**config.mk**
```make
export PLATFORM = sky130hd
export DESIGN_NAME = i2c_slave_pwm_command_port
export DESIGN_NICKNAME = d
export VERILOG_FILES = /design/src/rtl/ispc_pkg.sv /design/src/rtl/ispc_front.sv /design/src/rtl/ispc_back.sv /design/src/rtl/i2c_slave_pwm_command_port.sv
export SDC_FILE = /design/constraint.sdc
export NUM_CORES = 1
export LEC_CHECK = 0
export ABC_AREA = 1
export CORE_ASPECT_RATIO = 0.6
export CORE_MARGIN = 2
export CORE_UTILIZATION = 30
export DETAILED_ROUTE_END_ITERATION = 16
export DONT_BUFFER_PORTS = 1
export PLACE_DENSITY_LB_ADDON = 0.2
export SLEW_MARGIN = 20
export SYNTH_ARGS = -nofsm -noshare
export SYNTH_HDL_FRONTEND = slang
export SYNTH_SLANG_ARGS = --single-unit
```
**constraint.sdc**
```tcl
create_clock -name clk -period 4 [get_ports clk]
set_clock_uncertainty 0.15 [all_clocks]
set_input_delay 0.8 -clock clk [delete_from_list [all_inputs] [get_ports clk]]
set_output_delay 0.8 -clock clk [all_outputs]
set_load 0.01 [all_outputs]
```
**src/rtl/ispc_pkg.sv**
```systemverilog
`timescale 1ns / 1ps
package ispc_pkg;
    localparam int BufferDepthDefault = 16;
    localparam logic [6:0] SlaveAddressReset = 7'd32;
    localparam logic [15:0] TimeoutReset = 16'd200;
    localparam logic [15:0] DutyReset = 16'd194;
    localparam logic [15:0] PeriodReset = 16'd320;

    localparam logic [0:0] CFG_SLAVE_ADDRESS = 1'b0;
    localparam logic [0:0] CFG_TIMEOUT = 1'b1;

    localparam logic [7:0] CMD_SET_DUTY = 8'h01;
    localparam logic [7:0] CMD_SET_PERIOD = 8'h02;
    localparam logic [7:0] CMD_START = 8'h03;
    localparam logic [7:0] CMD_STOP = 8'h04;
    localparam logic [7:0] CMD_STATUS = 8'h05;
    localparam logic [7:0] REPLY_OK = 8'h00;
    localparam logic [7:0] REPLY_ERROR = 8'hFF;

    localparam logic [3:0] PH_IDLE = 4'd0;
    localparam logic [3:0] PH_ADDRESS = 4'd1;
    localparam logic [3:0] PH_ADDR_ACK = 4'd2;
    localparam logic [3:0] PH_RECEIVE = 4'd3;
    localparam logic [3:0] PH_RX_ACK = 4'd4;
    localparam logic [3:0] PH_TRANSMIT = 4'd5;
    localparam logic [3:0] PH_TX_ACK = 4'd6;
    localparam logic [3:0] PH_IGNORE = 4'd7;
    localparam logic [3:0] PH_WRITE_FULL = 4'd8;

    // classified line sample handed from front to back
    typedef struct packed {
        logic scl;
        logic sda;
        logic rise;
        logic fall;
        logic start;
        logic stop;
    } ispc_event_t;

    // output word
    typedef struct packed {
        logic        command_done;
        logic        pwm_enable;
        logic [15:0] pwm_period;
        logic [15:0] pwm_duty;
        logic        sda_pull_low;
    } ispc_result_t;
endpackage

```
**src/rtl/ispc_front.sv**
```systemverilog
`timescale 1ns / 1ps
// Line sampler: keeps the previous lines and classifies each sample.
module ispc_front
(
    input  logic                 clk,
    input  logic                 rst_n,
    input  logic                 in_valid,
    output logic                 in_ready,
    input  logic                 scl_level,
    input  logic                 sda_level,
    output logic                 ev_valid,
    input  logic                 ev_ready,
    output ispc_pkg::ispc_event_t ev_data
);
    logic [1:0] prev_reg;
    logic       valid_reg;
    ispc_pkg::ispc_event_t data_reg;
    ispc_pkg::ispc_event_t ev_next;
    logic       take;

    assign in_ready = !valid_reg || ev_ready;
    assign take     = in_valid && in_ready;
    assign ev_valid = valid_reg;
    assign ev_data  = data_reg;

    // edge and bus condition detection
    always_comb
    begin
        ev_next.scl   = scl_level;
        ev_next.sda   = sda_level;
        ev_next.rise  = !prev_reg[1] && scl_level;
        ev_next.fall  = prev_reg[1] && !scl_level;
        ev_next.stop  = prev_reg[1] && scl_level && !prev_reg[0] && sda_level;
        ev_next.start = prev_reg[1] && scl_level && prev_reg[0] && !sda_level;
    end

    always_ff @(posedge clk or negedge rst_n)
    begin
        if (!rst_n)
        begin
            prev_reg  <= 2'b11;
            valid_reg <= 1'b0;
        end
        else
        begin
            if (take)
            begin
                prev_reg  <= {scl_level, sda_level};
                valid_reg <= 1'b1;
            end
            else if (ev_ready)
            begin
                valid_reg <= 1'b0;
            end
        end
    end

    always_ff @(posedge clk)
    begin
        if (take)
        begin
            data_reg <= ev_next;
        end
    end
endmodule

```
**src/rtl/ispc_back.sv**
```systemverilog
`timescale 1ns / 1ps
// Bit engine, buffers and command execution; one sample per cycle while the output is not stalled.
module ispc_back
#(
    parameter int BUFFER_DEPTH = ispc_pkg::BufferDepthDefault
)
(
    input  logic                  clk,
    input  logic                  rst_n,
    input  logic                  ev_valid,
    output logic                  ev_ready,
    input  ispc_pkg::ispc_event_t ev_data,
    input  logic [6:0]            slave_address,
    input  logic [15:0]           timeout_ticks,
    output logic                  res_valid,
    input  logic                  res_ready,
    output ispc_pkg::ispc_result_t res_data
);
    localparam int AW = $clog2(BUFFER_DEPTH);
    localparam int CW = $clog2(BUFFER_DEPTH + 1);

    logic [3:0]  phase_reg, phase_next;
    logic [3:0]  bit_reg, bit_next;
    logic [7:0]  shift_reg, shift_next;
    logic        read_reg, read_next;
    logic [15:0] stall_reg, stall_next;
    logic [CW-1:0] rcount_reg, rcount_next;
    logic [CW-1:0] pcount_reg, pcount_next;
    logic [CW-1:0] pindex_reg, pindex_next;
    logic [15:0] duty_reg, duty_next;
    logic [15:0] period_reg, period_next;
    logic        run_reg, run_next;
    logic [7:0]  rx_mem [BUFFER_DEPTH];
    logic [7:0]  tx_mem [BUFFER_DEPTH];
    logic        rx_we;
    logic [7:0]  rx_b0, rx_b1, rx_b2;
    logic [7:0]  tx_rd;
    logic        done;
    logic        exec;
    logic        status_cmd;
    logic [7:0]  reply_byte;
    logic        pull;
    logic        out_valid_reg;
    ispc_pkg::ispc_result_t out_reg;
    logic        step;
    logic [15:0] tmo;
    logic [15:0] stall_inc;

    assign ev_ready  = !out_valid_reg || res_ready;
    assign step      = ev_valid && ev_ready;
    assign res_valid = out_valid_reg;
    assign res_data  = out_reg;

    // command fields; the first three bytes read at fixed places
    assign rx_b0 = rx_mem[0];
    assign rx_b1 = rx_mem[1];
    assign rx_b2 = rx_mem[2];
    assign tx_rd = tx_mem[pindex_reg[AW-1:0]];
    assign tmo   = (timeout_ticks == 16'd0) ? 16'd1 : timeout_ticks;
    assign stall_inc = (stall_reg == 16'hFFFF) ? stall_reg : stall_reg + 16'd1;

    function automatic logic [7:0] reply_load(input logic [CW-1:0] idx,
                                              input logic [CW-1:0] cnt,
                                              input logic [7:0] rd);
        reply_load = (idx < cnt) ? rd : 8'hFF;
    endfunction

    // bus phase engine
    always_comb
    begin
        phase_next  = phase_reg;
        bit_next    = bit_reg;
        shift_next  = shift_reg;
        read_next   = read_reg;
        stall_next  = stall_reg;
        rcount_next = rcount_reg;
        pcount_next = pcount_reg;
        pindex_next = pindex_reg;
        duty_next   = duty_reg;
        period_next = period_reg;
        run_next    = run_reg;
        rx_we       = 1'b0;
        done        = 1'b0;
        exec        = 1'b0;
        status_cmd  = 1'b0;
        reply_byte  = ispc_pkg::REPLY_ERROR;
        if (ev_data.stop)
        begin
            if ((phase_reg == ispc_pkg::PH_RECEIVE || phase_reg == ispc_pkg::PH_RX_ACK ||
                 phase_reg == ispc_pkg::PH_WRITE_FULL) && rcount_reg != '0)
            begin
                exec = 1'b1;
                done = 1'b1;
            end
            phase_next = ispc_pkg::PH_IDLE;
            stall_next = '0;
        end
        else if (ev_data.start)
        begin
            phase_next = ispc_pkg::PH_ADDRESS;
            bit_next   = '0;
            shift_next = '0;
            stall_next = '0;
        end
        else
        begin
            case (phase_reg)
                ispc_pkg::PH_ADDRESS, ispc_pkg::PH_RECEIVE:
                begin
                    if (ev_data.rise && bit_reg < 4'd8)
                    begin
                        shift_next = {shift_reg[6:0], ev_data.sda};
                        bit_next   = bit_reg + 4'd1;
                    end
                    else if (ev_data.fall && bit_reg >= 4'd8)
                    begin
                        if (phase_reg == ispc_pkg::PH_ADDRESS)
                        begin
                            if (shift_reg[7:1] == slave_address)
                            begin
                                read_next = shift_reg[0];
                                if (shift_reg[0])
                                    pindex_next = '0;
                                else
                                    rcount_next = '0;
                                phase_next = ispc_pkg::PH_ADDR_ACK;
                            end
                            else
                            begin
                                phase_next = ispc_pkg::PH_IGNORE;
                            end
                        end
                        else if (rcount_reg < CW'(BUFFER_DEPTH))
                        begin
                            rx_we       = 1'b1;
                            rcount_next = rcount_reg + 1'b1;
                            phase_next  = ispc_pkg::PH_RX_ACK;
                        end
                        else
                        begin
                            phase_next = ispc_pkg::PH_WRITE_FULL;
                        end
                    end
                end
                ispc_pkg::PH_ADDR_ACK, ispc_pkg::PH_RX_ACK:
                begin
                    if (ev_data.fall)
                    begin
                        bit_next = '0;
                        if (phase_reg == ispc_pkg::PH_ADDR_ACK && read_reg)
                        begin
                            shift_next = reply_load(pindex_reg, pcount_reg, tx_rd);
                            phase_next = ispc_pkg::PH_TRANSMIT;
                        end
                        else
                        begin
                            shift_next = '0;
                            phase_next = ispc_pkg::PH_RECEIVE;
                        end
                    end
                end
                ispc_pkg::PH_TRANSMIT:
                begin
                    if (ev_data.fall)
                    begin
                        bit_next = bit_reg + 4'd1;
                        if (bit_reg + 4'd1 >= 4'd8)
                            phase_next = ispc_pkg::PH_TX_ACK;
                        else
                            shift_next = {shift_reg[6:0], 1'b0};
                    end
                end
                ispc_pkg::PH_TX_ACK:
                begin
                    if (ev_data.rise && ev_data.sda)
                    begin
                        phase_next = ispc_pkg::PH_IGNORE;
                    end
                    else if (ev_data.fall)
                    begin
                        // advance and fetch next reply byte
                        bit_next   = '0;
                        phase_next = ispc_pkg::PH_TRANSMIT;
                        if (pindex_reg < pcount_reg)
                        begin
                            pindex_next = pindex_reg + 1'b1;
                            shift_next  = (pindex_reg + 1'b1 < pcount_reg)
                                          ? tx_mem[AW'(pindex_reg + 1'b1)] : 8'hFF;
                        end
                        else
                        begin
                            shift_next = 8'hFF;
                        end
                    end
                end
                default:
                begin
                end
            endcase
        end

        // command execution at stop
        if (exec)
        begin
            case (rx_b0)
                ispc_pkg::CMD_SET_DUTY:
                begin
                    if (rcount_reg >= CW'(3))
                    begin
                        duty_next  = {rx_b1, rx_b2};
                        reply_byte = ispc_pkg::REPLY_OK;
                    end
                end
                ispc_pkg::CMD_SET_PERIOD:
                begin
                    if (rcount_reg >= CW'(3))
                    begin
                        period_next = {rx_b1, rx_b2};
                        reply_byte  = ispc_pkg::REPLY_OK;
                    end
                end
                ispc_pkg::CMD_START:
                begin
                    run_next   = 1'b1;
                    reply_byte = ispc_pkg::REPLY_OK;
                end
                ispc_pkg::CMD_STOP:
                begin
                    run_next   = 1'b0;
                    reply_byte = ispc_pkg::REPLY_OK;
                end
                ispc_pkg::CMD_STATUS:
                begin
                    status_cmd = 1'b1;
                    reply_byte = ispc_pkg::REPLY_OK;
                end
                default:
                begin
                end
            endcase
            pcount_next = status_cmd ? CW'(6) : CW'(1);
        end

        // stuck clock timeout
        if (phase_next == ispc_pkg::PH_IDLE)
        begin
            stall_next = '0;
        end
        else if (ev_data.rise || ev_data.fall)
        begin
            stall_next = '0;
        end
        else
        begin
            stall_next = stall_inc;
            if (stall_inc >= tmo)
            begin
                phase_next = ispc_pkg::PH_IDLE;
                stall_next = '0;
            end
        end

        pull = 1'b0;
        if (phase_next == ispc_pkg::PH_ADDR_ACK || phase_next == ispc_pkg::PH_RX_ACK)
            pull = 1'b1;
        else if (phase_next == ispc_pkg::PH_TRANSMIT)
            pull = !shift_next[7];
    end

    // control state
    always_ff @(posedge clk or negedge rst_n)
    begin
        if (!rst_n)
        begin
            phase_reg     <= ispc_pkg::PH_IDLE;
            bit_reg       <= '0;
            shift_reg     <= '0;
            read_reg      <= 1'b0;
            stall_reg     <= '0;
            rcount_reg    <= '0;
            pcount_reg    <= '0;
            pindex_reg    <= '0;
            duty_reg      <= ispc_pkg::DutyReset;
            period_reg    <= ispc_pkg::PeriodReset;
            run_reg       <= 1'b0;
            out_valid_reg <= 1'b0;
        end
        else
        begin
            if (step)
            begin
                phase_reg  <= phase_next;
                bit_reg    <= bit_next;
                shift_reg  <= shift_next;
                read_reg   <= read_next;
                stall_reg  <= stall_next;
                rcount_reg <= rcount_next;
                pcount_reg <= pcount_next;
                pindex_reg <= pindex_next;
                duty_reg   <= duty_next;
                period_reg <= period_next;
                run_reg    <= run_next;
                out_valid_reg <= 1'b1;
            end
            else if (res_ready)
            begin
                out_valid_reg <= 1'b0;
            end
        end
    end

    // buffers and output word
    always_ff @(posedge clk)
    begin
        if (step)
        begin
            if (rx_we)
                rx_mem[rcount_reg[AW-1:0]] <= shift_reg;
            if (exec)
            begin
                tx_mem[0] <= reply_byte;
                if (status_cmd)
                begin
                    tx_mem[1] <= {7'd0, run_reg};
                    tx_mem[2] <= duty_reg[15:8];
                    tx_mem[3] <= duty_reg[7:0];
                    tx_mem[4] <= period_reg[15:8];
                    tx_mem[5] <= period_reg[7:0];
                end
            end
            out_reg.sda_pull_low <= pull;
            out_reg.pwm_duty     <= duty_next;
            out_reg.pwm_period   <= period_next;
            out_reg.pwm_enable   <= run_next;
            out_reg.command_done <= done;
        end
    end
endmodule

```
**src/rtl/i2c_slave_pwm_command_port.sv**
```systemverilog
`timescale 1ns / 1ps
// I2C slave command port for a PWM unit.
// s_axis carries one sample of the bus lines per word; m_axis returns one
// word per sample with the SDA drive and the PWM settings. The cfg channel
// writes slave_address (index 0) and timeout_ticks (index 1); always ready.
// A front stage registers the sample with its edge classification, the
// back stage runs the bit engine and command execution and registers the
// output word. One sample is taken every cycle when m_axis_tready stays high.
// When the receiver stalls the output register holds, the front stage fills,
// then s_axis_tready drops. Reset returns the bus engine to idle, duty 194,
// period 320, PWM stopped, address 32 and timeout 200. Buffer contents are
// undefined until written.
module i2c_slave_pwm_command_port
#(
    parameter int BUFFER_DEPTH = ispc_pkg::BufferDepthDefault
)
(
    input  logic        clk,
    input  logic        rst_n,
    input  logic        s_axis_tvalid,
    output logic        s_axis_tready,
    input  logic [7:0]  s_axis_tdata,  // scl_level, sda_level, zero fill
    output logic        m_axis_tvalid,
    input  logic        m_axis_tready,
    output logic [39:0] m_axis_tdata,  // sda_pull_low, pwm_duty, pwm_period,
                                       // pwm_enable, command_done, zero fill
    input  logic        cfg_valid,
    output logic        cfg_ready,
    input  logic [0:0]  cfg_index,
    input  logic [15:0] cfg_data
);
    logic [6:0]  addr_reg;
    logic [15:0] tmo_reg;
    logic        ev_valid;
    logic        ev_ready;
    ispc_pkg::ispc_event_t  ev_data;
    ispc_pkg::ispc_result_t res;

    assign cfg_ready = 1'b1;

    // configuration registers
    always_ff @(posedge clk or negedge rst_n)
    begin
        if (!rst_n)
        begin
            addr_reg <= ispc_pkg::SlaveAddressReset;
            tmo_reg  <= ispc_pkg::TimeoutReset;
        end
        else if (cfg_valid)
        begin
            case (cfg_index)
                ispc_pkg::CFG_SLAVE_ADDRESS: addr_reg <= cfg_data[6:0];
                ispc_pkg::CFG_TIMEOUT:       tmo_reg  <= cfg_data;
                default:
                begin
                end
            endcase
        end
    end

    ispc_front u_front
    (
        .clk       (clk),
        .rst_n     (rst_n),
        .in_valid  (s_axis_tvalid),
        .in_ready  (s_axis_tready),
        .scl_level (s_axis_tdata[0]),
        .sda_level (s_axis_tdata[1]),
        .ev_valid  (ev_valid),
        .ev_ready  (ev_ready),
        .ev_data   (ev_data)
    );

    ispc_back #(.BUFFER_DEPTH(BUFFER_DEPTH)) u_back
    (
        .clk           (clk),
        .rst_n         (rst_n),
        .ev_valid      (ev_valid),
        .ev_ready      (ev_ready),
        .ev_data       (ev_data),
        .slave_address (addr_reg),
        .timeout_ticks (tmo_reg),
        .res_valid     (m_axis_tvalid),
        .res_ready     (m_axis_tready),
        .res_data      (res)
    );

    assign m_axis_tdata = {5'd0, res};

    // a command is never executed while SDA is being driven
    assert property (@(posedge clk) disable iff (!rst_n)
        m_axis_tvalid |-> !(res.command_done && res.sda_pull_low))
        else $error("command done while driving SDA");
    // output word holds while stalled
    assert property (@(posedge clk) disable iff (!rst_n)
        m_axis_tvalid && !m_axis_tready |=> m_axis_tvalid && $stable(m_axis_tdata))
        else $error("output word changed under stall");
    // front may only stall when back is stalled
    assert property (@(posedge clk) disable iff (!rst_n)
        !s_axis_tready |-> m_axis_tvalid && !m_axis_tready)
        else $error("input stalled without output stall");
endmodule
```
==> results of run 1 <==
-- power by group --
| group | internal (mW) | leakage, nW | switching [mW] |
|---|---|---|---|
| clock network | 1.33 | 0.381 | 0.900 |
| logic | 0.501 | 2.56 | 1.20 |
| registers | 2.38 | 2.36 | 0.238 |
| total | 4.21 | 5.31 | 2.34 |
-- cells in the mapped netlist (16+ instances only) --
cell type and n:
sky130_fd_sc_hd__nand2_1 356, sky130_fd_sc_hd__inv_1 135, sky130_fd_sc_hd__edfxtp_1 98, sky130_fd_sc_hd__dfrtp_1 94
sky130_fd_sc_hd__o21ai_0 94, sky130_fd_sc_hd__nor2_1 78, sky130_fd_sc_hd__nand3_1 64, sky130_fd_sc_hd__a21oi_1 46
sky130_fd_sc_hd__o21ai_2 32, sky130_fd_sc_hd__ha_1 28, sky130_fd_sc_hd__clkbuf_1 18, sky130_fd_sc_hd__nor3_1 16
-- worst register-to-register path, stage by stage, from the launching register on --
cell,delay (ps)
sky130_fd_sc_hd__dfrtp_1,370
sky130_fd_sc_hd__ha_1,170
sky130_fd_sc_hd__nand2_1,60
sky130_fd_sc_hd__inv_1,100
sky130_fd_sc_hd__nand3_1,150
sky130_fd_sc_hd__nor2_2,200
sky130_fd_sc_hd__nand2_2,130
sky130_fd_sc_hd__nor2_4,150
sky130_fd_sc_hd__nand2_4,100
sky130_fd_sc_hd__nand3_1,120
sky130_fd_sc_hd__xor2_1,150
sky130_fd_sc_hd__inv_1,70
sky130_fd_sc_hd__ha_1,310
sky130_fd_sc_hd__nand2_1,80
sky130_fd_sc_hd__nand2_1,60
sky130_fd_sc_hd__nand3_1,60
sky130_fd_sc_hd__nand2_1,60
sky130_fd_sc_hd__a21oi_1,150
sky130_fd_sc_hd__nand3_2,170
sky130_fd_sc_hd__nand2_4,140
sky130_fd_sc_hd__nand3_1,100
sky130_fd_sc_hd__nand2_1,80
sky130_fd_sc_hd__nor2_1,50
sky130_fd_sc_hd__nor2_1,100
sky130_fd_sc_hd__nand2_1,90
-- routing by layer --
layer / up-vias / routed length, um
met5: - / 0
met4: 0 / 498
met3: 28 / 2030
met2: 257 / 10900
met1: 3857 / 16500
li1: 3979 / -
-- final cells by class --
| cell class | instances | area, um^2 |
|---|---|---|
| clock buffer | 31 | 646 |
| timing repair buffer | 18 | 168 |
| multi-input combinational | 825 | 4240 |
| tap | 467 | 584 |
| sequential | 203 | 5580 |
| fill | 3570 | 22900 |
| clock inverter | 11 | 138 |
| inverter | 144 | 541 |
-- worst max-delay path by stage --
| stage | start | to | slack, ps |
|---|---|---|---|
| 2_1_floorplan | m_axis_tready | u_back.tx_mem[1][0] | 590 |
| 3_3_place_gp | u_back.stall_reg[0] | u_back.res_data[0] | 180 |
| 3_5_place_dp | u_back.stall_reg[1] | u_back.res_data[0] | 150 |
| 4_1_cts | u_back.stall_reg[1] | u_back.res_data[0] | 100 |
| 5_1_grt | u_back.stall_reg[1] | u_back.res_data[0] | 10 |
| 6_report | u_back.stall_reg[1] | u_back.res_data[0] | 370 |
-- per-stage QoR --
step	cell area (um^2)	setup slack (ps)
floorplan	10500	586
global placement	11100	175
detailed placement	11100	146
CTS	11900	101
global route	11900	13.1
finish	11900	369
-- cells by family after synthesis --
family          count (synthesis)  synth area share, %
mux                             2                0.190
simple gates                  570                 23.3
fa+ha+maj                      28                 3.33
other cells                     2               0.0713
xor+xnor                       14                 1.16
flops                         203                 53.0
buf+inv                       185                 7.26
compound gates                205                 11.7
-- placed cells by master, fill, tap and decap left out, drive strengths merged, types with 17 or more instances in the layout --
cell type    n
a21oi       48
buf         18
clkbuf      31
dfrtp       94
edfxtp      98
ha          28
inv        144
nand2      366
nand3       72
nor2        90
nor3        17
o21ai      137
-- repair_timing --
item                                   in CTS  in global routing
endpoints found under the hold margin     105                  0
hold buffers                                1                  0
setup endpoints to repair                   0                  2
buffers inserted                            0                  1
gates resized for setup                     0                  6
==> results.cfg, run 1 <==
[global_routing]
use_met1_pct = 27.7
grt.busiest_layer = met1
number_of_antenna_violations_at_the_first_check_in_global_routing = 0
grtUsageMet2_pct = 20.6
grt-ovfl-total = 0
global_route.usage.total_pct = 16.6
met3_resource_use_gr_pct = 3.90
grt_pass1_vias = 7620
wire_length_of_the_first_global_routing_pass_um = 46800
pin_count_of_the_biggest_net_entering_global_routing = 106

[die]
initial_cell_density_of_the_core_pct = 30.3
die_area_um2 = 36700
std_cell_rows = 53
core_area_um2 = 34800
chipHeight_um = 149
num_io_pins = 73
die_x_um = 246

[synth]
synth-async-reset-ratio_pct = 51.7
synth_edf_count = 98
synth_top_area_cell = sky130_fd_sc_hd__edfxtp_1
synth_ff_type = sky130_fd_sc_hd__edfxtp_1
ys_ff_latch = 203
post_synth.cell_area_avg_um2 = 8.71
mappedNetlistArea_um2 = 10500
area_share_of_the_largest_cell_type_after_synthesis_pct = 27.9
synth.yosys.seq_area_share_pct = 53.0
yosys_warnings = 0
synthCells = 1209
synth.area.top_cells = sky130_fd_sc_hd__edfxtp_1, sky130_fd_sc_hd__dfrtp_1, sky130_fd_sc_hd__nand2_1
ys_types = 51

[drt]
detail-route-antenna-nets = 0
avgViaCountPerCell = 4.78
route.vias.total = 8121
detail_route.iter0.violations = 890
drc = 0
drt_first_pass_iters = 5
wl_per_cell_um = 17.6
postRouteWirelength_um = 29900

[clock_tree]
cts_tree = yes
ctsLongestPathBuffers = 3
cts_max_level = 1
clk_pin_slew_ps = 60
cts-buffers-inserted = 23
ctsRootBufferMaster = sky130_fd_sc_hd__clkbuf_16
cts.sink_count = 203
insertion_delay_ps = 530

[sta]
finalHoldViolCount = 0
finalHoldWorstSlack_ps = 24.8
period_minus_ws_final_ps = 3630
timing.final.max_slew_violations = 0
setup-violations-final = 0
worstMarginPinSlew_ps = 960
final.period_utilization_pct = 90.8
timing.setup.tns_ps = 0
clock.fmax_mhz = 275
relSlewSlack_pct = 35.8
setup_repair_after_global_routing_missed_its_margin = no

[worst_setup_path]
critical_path.top_delay_family = simple AND/OR/NAND/NOR gates
timing.critical_path.from_type = flop
r2r_end = u_back.res_data[0]
critical_path.n_buffers_inverters = 2
setup.worst_path.class = reg -> reg
worst-endpoint-arrival_ps = 3750
timing.critical_path.depth = 24
r2r_setup_slack_ps = 370
critical_path.reg2reg.startpoint = u_back.stall_reg[1]
reg2reg_depth = 24
maximum_fanout_encountered_on_the_critical_timing_path = 7
worst_path_most_repeated_cell = sky130_fd_sc_hd__nand2_1
cp.required_ps = 4120
endpoint_kind = flop
crit_slowest_cell = sky130_fd_sc_hd__dfrtp_1
timing.critical_path.cells = ha_1 -> nand2_1 -> inv_1 -> nand3_1 -> nor2_2 -> nand2_2 -> nor2_4 -> nand2_4 -> nand3_1 -> xor2_1 -> inv_1 -> ha_1 -> nand2_1 -> nand2_1 -> nand3_1 -> nand2_1 -> a21oi_1 -> nand3_2 -> nand2_4 -> nand3_1 -> nand2_1 -> nor2_1 -> nor2_1 -> nand2_1
critical_path.max_stage_delay_ps = 370

[finish]
largest_register_ffs = 35
final-instance-count-excl-fill = 1699
drive_gt1_share_pct = 11.9
num-nets-final = 1273
areaGrowthSynthToFinish_pct = 13.0
diodes = 0
fin_util_pct = 34.2

[outcome]
outcome = completed

[place]
place.detailed.instances = 1655
place_hpwl_um = 20900
gp_routability_congestion = 0.861
number_of_i_o_port_buffers = 0

[pwr]
leakagePower_nw = 5.31
worst_ir_drop_vdd_mv = 0.339
power_density_nw_per_um2 = 550
finalPower_mw = 6.55

[min_path]
hold_path_class = in -> async

[job]
maxCapViolCount = 0
No activity file was read; power rests on OpenSTA's default activity.
==> run 2, diff against run 1 <==
==> constraint.sdc (replaced) <==
create_clock -name clk -period 4 [get_ports clk]
set_clock_uncertainty 0.15 [all_clocks]
set_input_delay 0.2 -clock clk [delete_from_list [all_inputs] [get_ports clk]]
set_output_delay 0.2 -clock clk [all_outputs]
set_load 0.01 [all_outputs]
==> results.cfg, run 2 (synthesis gave the netlist of run 1 again) <==
[finish]
fin_util_pct = 34.9
drive_gt1_share_pct = 11.3
largest_register_ffs = 35
postLayoutCellArea_um2 = 12100
diodes = 0
fillers = 3546
seq_area_um2 = 5590
final-instance-count-excl-fill = 1720
areaGrowthSynthToFinish_pct = 15.2
num-nets-final = 1295
multiInputGateArea_um2 = 4250
final_cell_mix = sky130_fd_sc_hd__nand2_1, sky130_fd_sc_hd__inv_1, sky130_fd_sc_hd__edfxtp_1, sky130_fd_sc_hd__o21ai_0, sky130_fd_sc_hd__dfrtp_1
layout.cells.most_common = sky130_fd_sc_hd__nand2_1

[sta]
relSlewSlack_pct = 35.2
finalWorstSetupSlack_ps = 309
timing.setup.tns_ps = 0
clock.fmax_mhz = 271
setup_repair_after_global_routing_missed_its_margin = no
final.period_utilization_pct = 92.3
finalHoldViolCount = 0
period_minus_ws_final_ps = 3690
finalHoldWorstSlack_ps = 169
worstMarginPinSlew_ps = 969
setup-violations-final = 0
timing.final.max_slew_violations = 0

[clock_tree]
cts_tree = yes
cts.sink_count = 203
insertion_delay_ps = 540
cts_max_level = 1
cts-buffers-inserted = 22
clk_pin_slew_ps = 60
ctsLongestPathBuffers = 3
ctsRootBufferMaster = sky130_fd_sc_hd__clkbuf_16

[worst_setup_path]
critical_path.reg2reg.startpoint = u_back.stall_reg[0]
timing.critical_path.from_type = flop
maximum_fanout_encountered_on_the_critical_timing_path = 7
r2r_setup_slack_ps = 310
crit_slowest_cell = sky130_fd_sc_hd__dfrtp_2
cp.required_ps = 4130
reg2reg_depth = 24
critical_path.max_stage_delay_ps = 410
endpoint_kind = flop
timing.critical_path.cells = ha_1 -> nand2_1 -> inv_1 -> nand3_1 -> nor2_2 -> nand2_2 -> nor2_4 -> nand2_4 -> nand3_1 -> xor2_1 -> inv_1 -> ha_1 -> nand2_1 -> nand2_1 -> nand3_1 -> nand2_1 -> a21oi_1 -> nand3_2 -> nand2_4 -> nand3_1 -> nand2_1 -> nor2_1 -> nor2_1 -> nand2_1
worst_path_most_repeated_cell = sky130_fd_sc_hd__nand2_1
setup.worst_path.class = reg -> reg
worst-endpoint-arrival_ps = 3820
r2r_end = u_back.res_data[0]

[pwr]
switching_power_mw = 2.32
leakagePower_nw = 5.39
clkPwrFrac_pct = 33.8
power_density_nw_per_um2 = 539
finalPower_mw = 6.54
internal_power_mw = 4.21
worst_ir_drop_vdd_mv = 0.312
combPwrFrac_pct = 26.1
power_switching_share_pct = 35.5
seqPwrFrac_pct = 40.1

[drt]
detail-route-antenna-nets = 0
drc = 0
wl_per_cell_um = 17.1
drt_first_pass_iters = 6
route.vias.total = 8119
avgViaCountPerCell = 4.72
detail_route.iter0.violations = 829
postRouteWirelength_um = 29500

[die]
die_x_um = 246
chipHeight_um = 149
std_cell_rows = 53
core_area_um2 = 34800
initial_cell_density_of_the_core_pct = 30.3
die_area_um2 = 36700
num_io_pins = 73

[place]
postPlaceCellArea_um2 = 11000
number_of_i_o_port_buffers = 0
place_hpwl_um = 20900
gp_routability_congestion = 0.842
place.detailed.instances = 1652
dp_worst_setup_slack_ps = 130

[global_routing]
pin_count_of_the_biggest_net_entering_global_routing = 106
number_of_antenna_violations_at_the_first_check_in_global_routing = 0
wire_length_of_the_first_global_routing_pass_um = 45800
global_route.usage.total_pct = 16.4
grt-ovfl-total = 0
grt_pass1_vias = 7569

[job]
maxCapViolCount = 0

[min_path]
hold_path_class = in -> async

[outcome]
outcome = completed
-- run 2: area by class of cell --
| type | count | area share [%] |
|---|---|---|
| clock buffer | 27 | 4.86 |
| clock inverter | 13 | 1.62 |
| inverter | 144 | 4.45 |
| multi-input combinational | 825 | 35.0 |
| sequential | 203 | 46.0 |
| tap | 467 | 4.81 |
| timing repair buffer | 41 | 3.26 |
-- run 2: what timing repair did --
action                                 4_1_cts  5_1_grt
setup endpoints to repair                    0       19
endpoints found under the hold margin      142        0
resized for setup                            0        8
setup buffers                                0        0
hold buffers                                28        0
-- run 2: power groups by stage --
stage          clock (mW)  combinational [mW]  sequential (mW)
2_1_floorplan           0                1.27             2.55
3_3_place_gp            0                1.61             2.65
3_5_place_dp            0                1.63             2.65
4_1_cts              2.28                1.69             2.62
5_1_grt              2.36                1.93             2.65
6_report             2.21                1.71             2.62
-- run 2: metal layers --
layer	global-route usage (%)	vias to the layer above	wire [um]
li1	-	4019	-
met1	27.7	3839	16400
met2	20.7	231	10700
met3	3.53	30	2050
met4	2.15	0	341
met5	0	-	0
-- run 2: critical path, delay by kind of cell (launching register included) --
| kind | cells | cell delay, ps |
|---|---|---|
| flip-flops | 1 | 410 |
| buffers and inverters | 2 | 190 |
| AND/OR/NAND/NOR | 18 | 1880 |
| adder cells (fa/ha/maj) | 2 | 500 |
| AO/OA/AOI/OAI | 1 | 150 |
| XOR/XNOR | 1 | 150 |
-- run 2: worst max path at each step --
| stage | start | end | slack (ps) | depth (start not counted) |
|---|---|---|---|---|
| final | u_back.stall_reg[0] | u_back.res_data[0] | 310 | 24 |
| after global routing | u_back.stall_reg[0] | u_back.res_data[0] | 10 | 24 |
| after CTS | u_back.stall_reg[0] | u_back.res_data[0] | 70 | 24 |
| after detailed placement | u_back.stall_reg[0] | u_back.res_data[0] | 130 | 24 |
| after global placement | u_back.stall_reg[0] | u_back.res_data[0] | 180 | 24 |
| after floorplan | u_back.stall_reg[0] | u_back.stall_reg[14] | 790 | 22 |
==> run 3, diff against run 2 <==
--- a/config.mk
+++ b/config.mk
@@ -5,7 +5,6 @@
 export SDC_FILE = /design/constraint.sdc
 export NUM_CORES = 1
 export LEC_CHECK = 0
-export ABC_AREA = 1
 export CORE_ASPECT_RATIO = 0.6
 export CORE_MARGIN = 2
 export CORE_UTILIZATION = 30
==> results.cfg, run 3 <==
[outcome]
outcome = completed

[sta]
clock.fmax_mhz = 268
final.period_utilization_pct = 93.4
setup_repair_after_global_routing_missed_its_margin = no
relSlewSlack_pct = 31.4
worstMarginPinSlew_ps = 1020
timing.setup.tns_ps = 0
finalWorstSetupSlack_ps = 264
period_minus_ws_final_ps = 3740
setup-violations-final = 0
finalHoldViolCount = 0
timing.final.max_slew_violations = 0

[place]
postPlaceCellArea_um2 = 11200
number_of_i_o_port_buffers = 0
dp_worst_setup_slack_ps = 21.0
place_hpwl_um = 19400
gp_routability_congestion = 0.812

[global_routing]
wire_length_of_the_first_global_routing_pass_um = 43300
grt-ovfl-total = 0
met3_resource_use_gr_pct = 3.25
grtUsageMet2_pct = 19.1
use_met1_pct = 26.8
global_route.usage.total_pct = 15.6
grt.busiest_layer = met1
pin_count_of_the_biggest_net_entering_global_routing = 106
number_of_antenna_violations_at_the_first_check_in_global_routing = 1
grt_pass1_vias = 6779

[worst_setup_path]
critical_path.n_buffers_inverters = 3
worst_path_most_repeated_cell = sky130_fd_sc_hd__buf_4
endpoint_kind = flop
worst-endpoint-arrival_ps = 4010
reg2reg_depth = 15
crit_slowest_cell = sky130_fd_sc_hd__dfrtp_1
maximum_fanout_encountered_on_the_critical_timing_path = 7
timing.critical_path.from_type = flop
critical_path.max_stage_delay_ps = 410
cp.required_ps = 4270
critical_path.top_delay_family = simple AND/OR/NAND/NOR gates
timing.critical_path.cells = nand3_1 -> nor4_2 -> buf_4 -> and3_1 -> nor2_2 -> nor2_1 -> ha_1 -> o21ai_0 -> o21a_1 -> o311a_1 -> nor2_2 -> buf_4 -> nor3_2 -> buf_4 -> a32o_1
r2r_setup_slack_ps = 260
timing.critical_path.depth = 15
setup.worst_path.class = reg -> reg

[die]
std_cell_rows = 52
die_area_um2 = 36400
die_x_um = 245
chipHeight_um = 149
initial_cell_density_of_the_core_pct = 30.7
num_io_pins = 73
core_area_um2 = 34000

[synth]
synth.yosys.seq_area_share_pct = 53.4
post-synth-top-count-cell = sky130_fd_sc_hd__edfxtp_1
synth_ff_type = sky130_fd_sc_hd__edfxtp_1
post_synth.cell_area_avg_um2 = 12.1
synth_edf_count = 98
ys_types = 82
synth-async-reset-ratio_pct = 51.7
yosys_warnings = 0
ys_ff_latch = 203
synthCells = 867
synth_top_area_cell = sky130_fd_sc_hd__edfxtp_1
mappedNetlistArea_um2 = 10500
area_share_of_the_largest_cell_type_after_synthesis_pct = 28.2
synth.area.top_cells = sky130_fd_sc_hd__edfxtp_1, sky130_fd_sc_hd__dfrtp_1, sky130_fd_sc_hd__mux2_2
netlist_top_cells_count = sky130_fd_sc_hd__edfxtp_1, sky130_fd_sc_hd__dfrtp_1, sky130_fd_sc_hd__mux2_2, sky130_fd_sc_hd__nand2_1, sky130_fd_sc_hd__nor2_1

[clock_tree]
ctsRootBufferMaster = sky130_fd_sc_hd__clkbuf_16
cts_tree = yes
cts-buffers-inserted = 23
cts_max_level = 1
ctsLongestPathBuffers = 3
cts.sink_count = 203
insertion_delay_ps = 530
clk_pin_slew_ps = 60
cts_post_setup_buffers_inserted = 0

[finish]
postLayoutCellArea_um2 = 12200
areaGrowthSynthToFinish_pct = 16.8
diodes = 0
num-nets-final = 984
drive_gt1_share_pct = 23.8
largest_register_ffs = 35
layout.cells.most_common = sky130_fd_sc_hd__edfxtp_1
fillers = 3374
final_cell_mix = sky130_fd_sc_hd__edfxtp_1, sky130_fd_sc_hd__dfrtp_1, sky130_fd_sc_hd__mux2_2, sky130_fd_sc_hd__nand2_1, sky130_fd_sc_hd__buf_4

[pwr]
power_density_nw_per_um2 = 435
worst_ir_drop_vdd_mv = 0.291
leakagePower_nw = 4.85

[min_path]
worst_hold_path.num_cells = 2
hold_path_class = in -> reg

[job]
maxCapViolCount = 0

[drt]
drt_first_pass_iters = 5
avgViaCountPerCell = 5.00
detail-route-antenna-nets = 0
route.vias.total = 7017
postRouteWirelength_um = 27900
detail_route.iter0.violations = 631
wl_per_cell_um = 19.9
drc = 0
-- run 3: cell types whose count changed in the layout (fill, tap and decap cells not counted), moves of 35 or more --
cell                      before  now
sky130_fd_sc_hd__nand2_1     354   60
sky130_fd_sc_hd__inv_1       135   34
sky130_fd_sc_hd__nor2_1       78   43
sky130_fd_sc_hd__nand3_1      63   26
sky130_fd_sc_hd__o21ai_0      94   30
sky130_fd_sc_hd__buf_4        13   50
sky130_fd_sc_hd__mux2_2        0   68
-- run 3: per-stage QoR --
step	cells	power [mW]	hold WS [ps]	util, %
after global placement	1336	3.16	-231	32.8
after global routing	1402	5.57	24.2	35.9
after floorplan	871	2.96	-246	-
after CTS	1402	5.38	7.66	35.8
after detailed placement	1336	3.17	-230	32.8
final	1402	5.32	22.1	35.9
-- run 3: report_power, final --
part	switching, mW	internal (mW)	leakage, nW	total, mW
Clock	0.907	1.22	0.348	2.13
Combinational	0.423	0.301	2.29	0.724
Sequential	0.134	2.33	2.21	2.46
Total	1.46	3.85	4.85	5.32
-- run 3: final timing paths --
check,start,to
min in group asynchronous,rst_n,u_back.phase_reg[1]
worst max-delay path,u_back.stall_reg[10],u_back.stall_reg[8]
worst min-delay path,cfg_valid,addr_reg[2]
worst max register to register,u_back.stall_reg[10],u_back.stall_reg[8]
worst min register to register,u_back.period_reg[0],u_back.tx_mem[5][0]
max in group asynchronous,rst_n,u_back.pindex_reg[0]
-- run 3: area by class of cell --
type | instances | area [um^2] | area share, %
inverter | 35 | 131 | 1.08
clock buffer | 30 | 612 | 5.01
timing repair buffer | 74 | 633 | 5.19
sequential | 203 | 5590 | 45.7
tap | 459 | 574 | 4.70
clock inverter | 12 | 134 | 1.10
multi-input combinational | 589 | 4540 | 37.2
-- run 3: logic make-up after synthesis --
logic type	Yosys count	share of synthesized area, %
and+or+nand+nor	244	12.7
DFF	203	53.4
AOI/OAI and AO/OA	167	11.3
muxes	120	13.5
buffers and inverters	79	3.64
adders and majority gates	28	3.35
xor gates and xnor gates	24	2.01
other	2	0.0718
-- run 3: repair_timing --
action,CTS,global route
hold buffers,24,0
pin swaps,0,5
endpoints found under the hold margin,142,0
endpoints found under the setup margin,2,21
resized for setup,1,9
-- run 3: metal layers --
metal,part of all wire [%],vias up
li1,-,3335
met1,57,3481
met2,36,176
met3,5.9,25
met4,1.4,0
met5,0,-
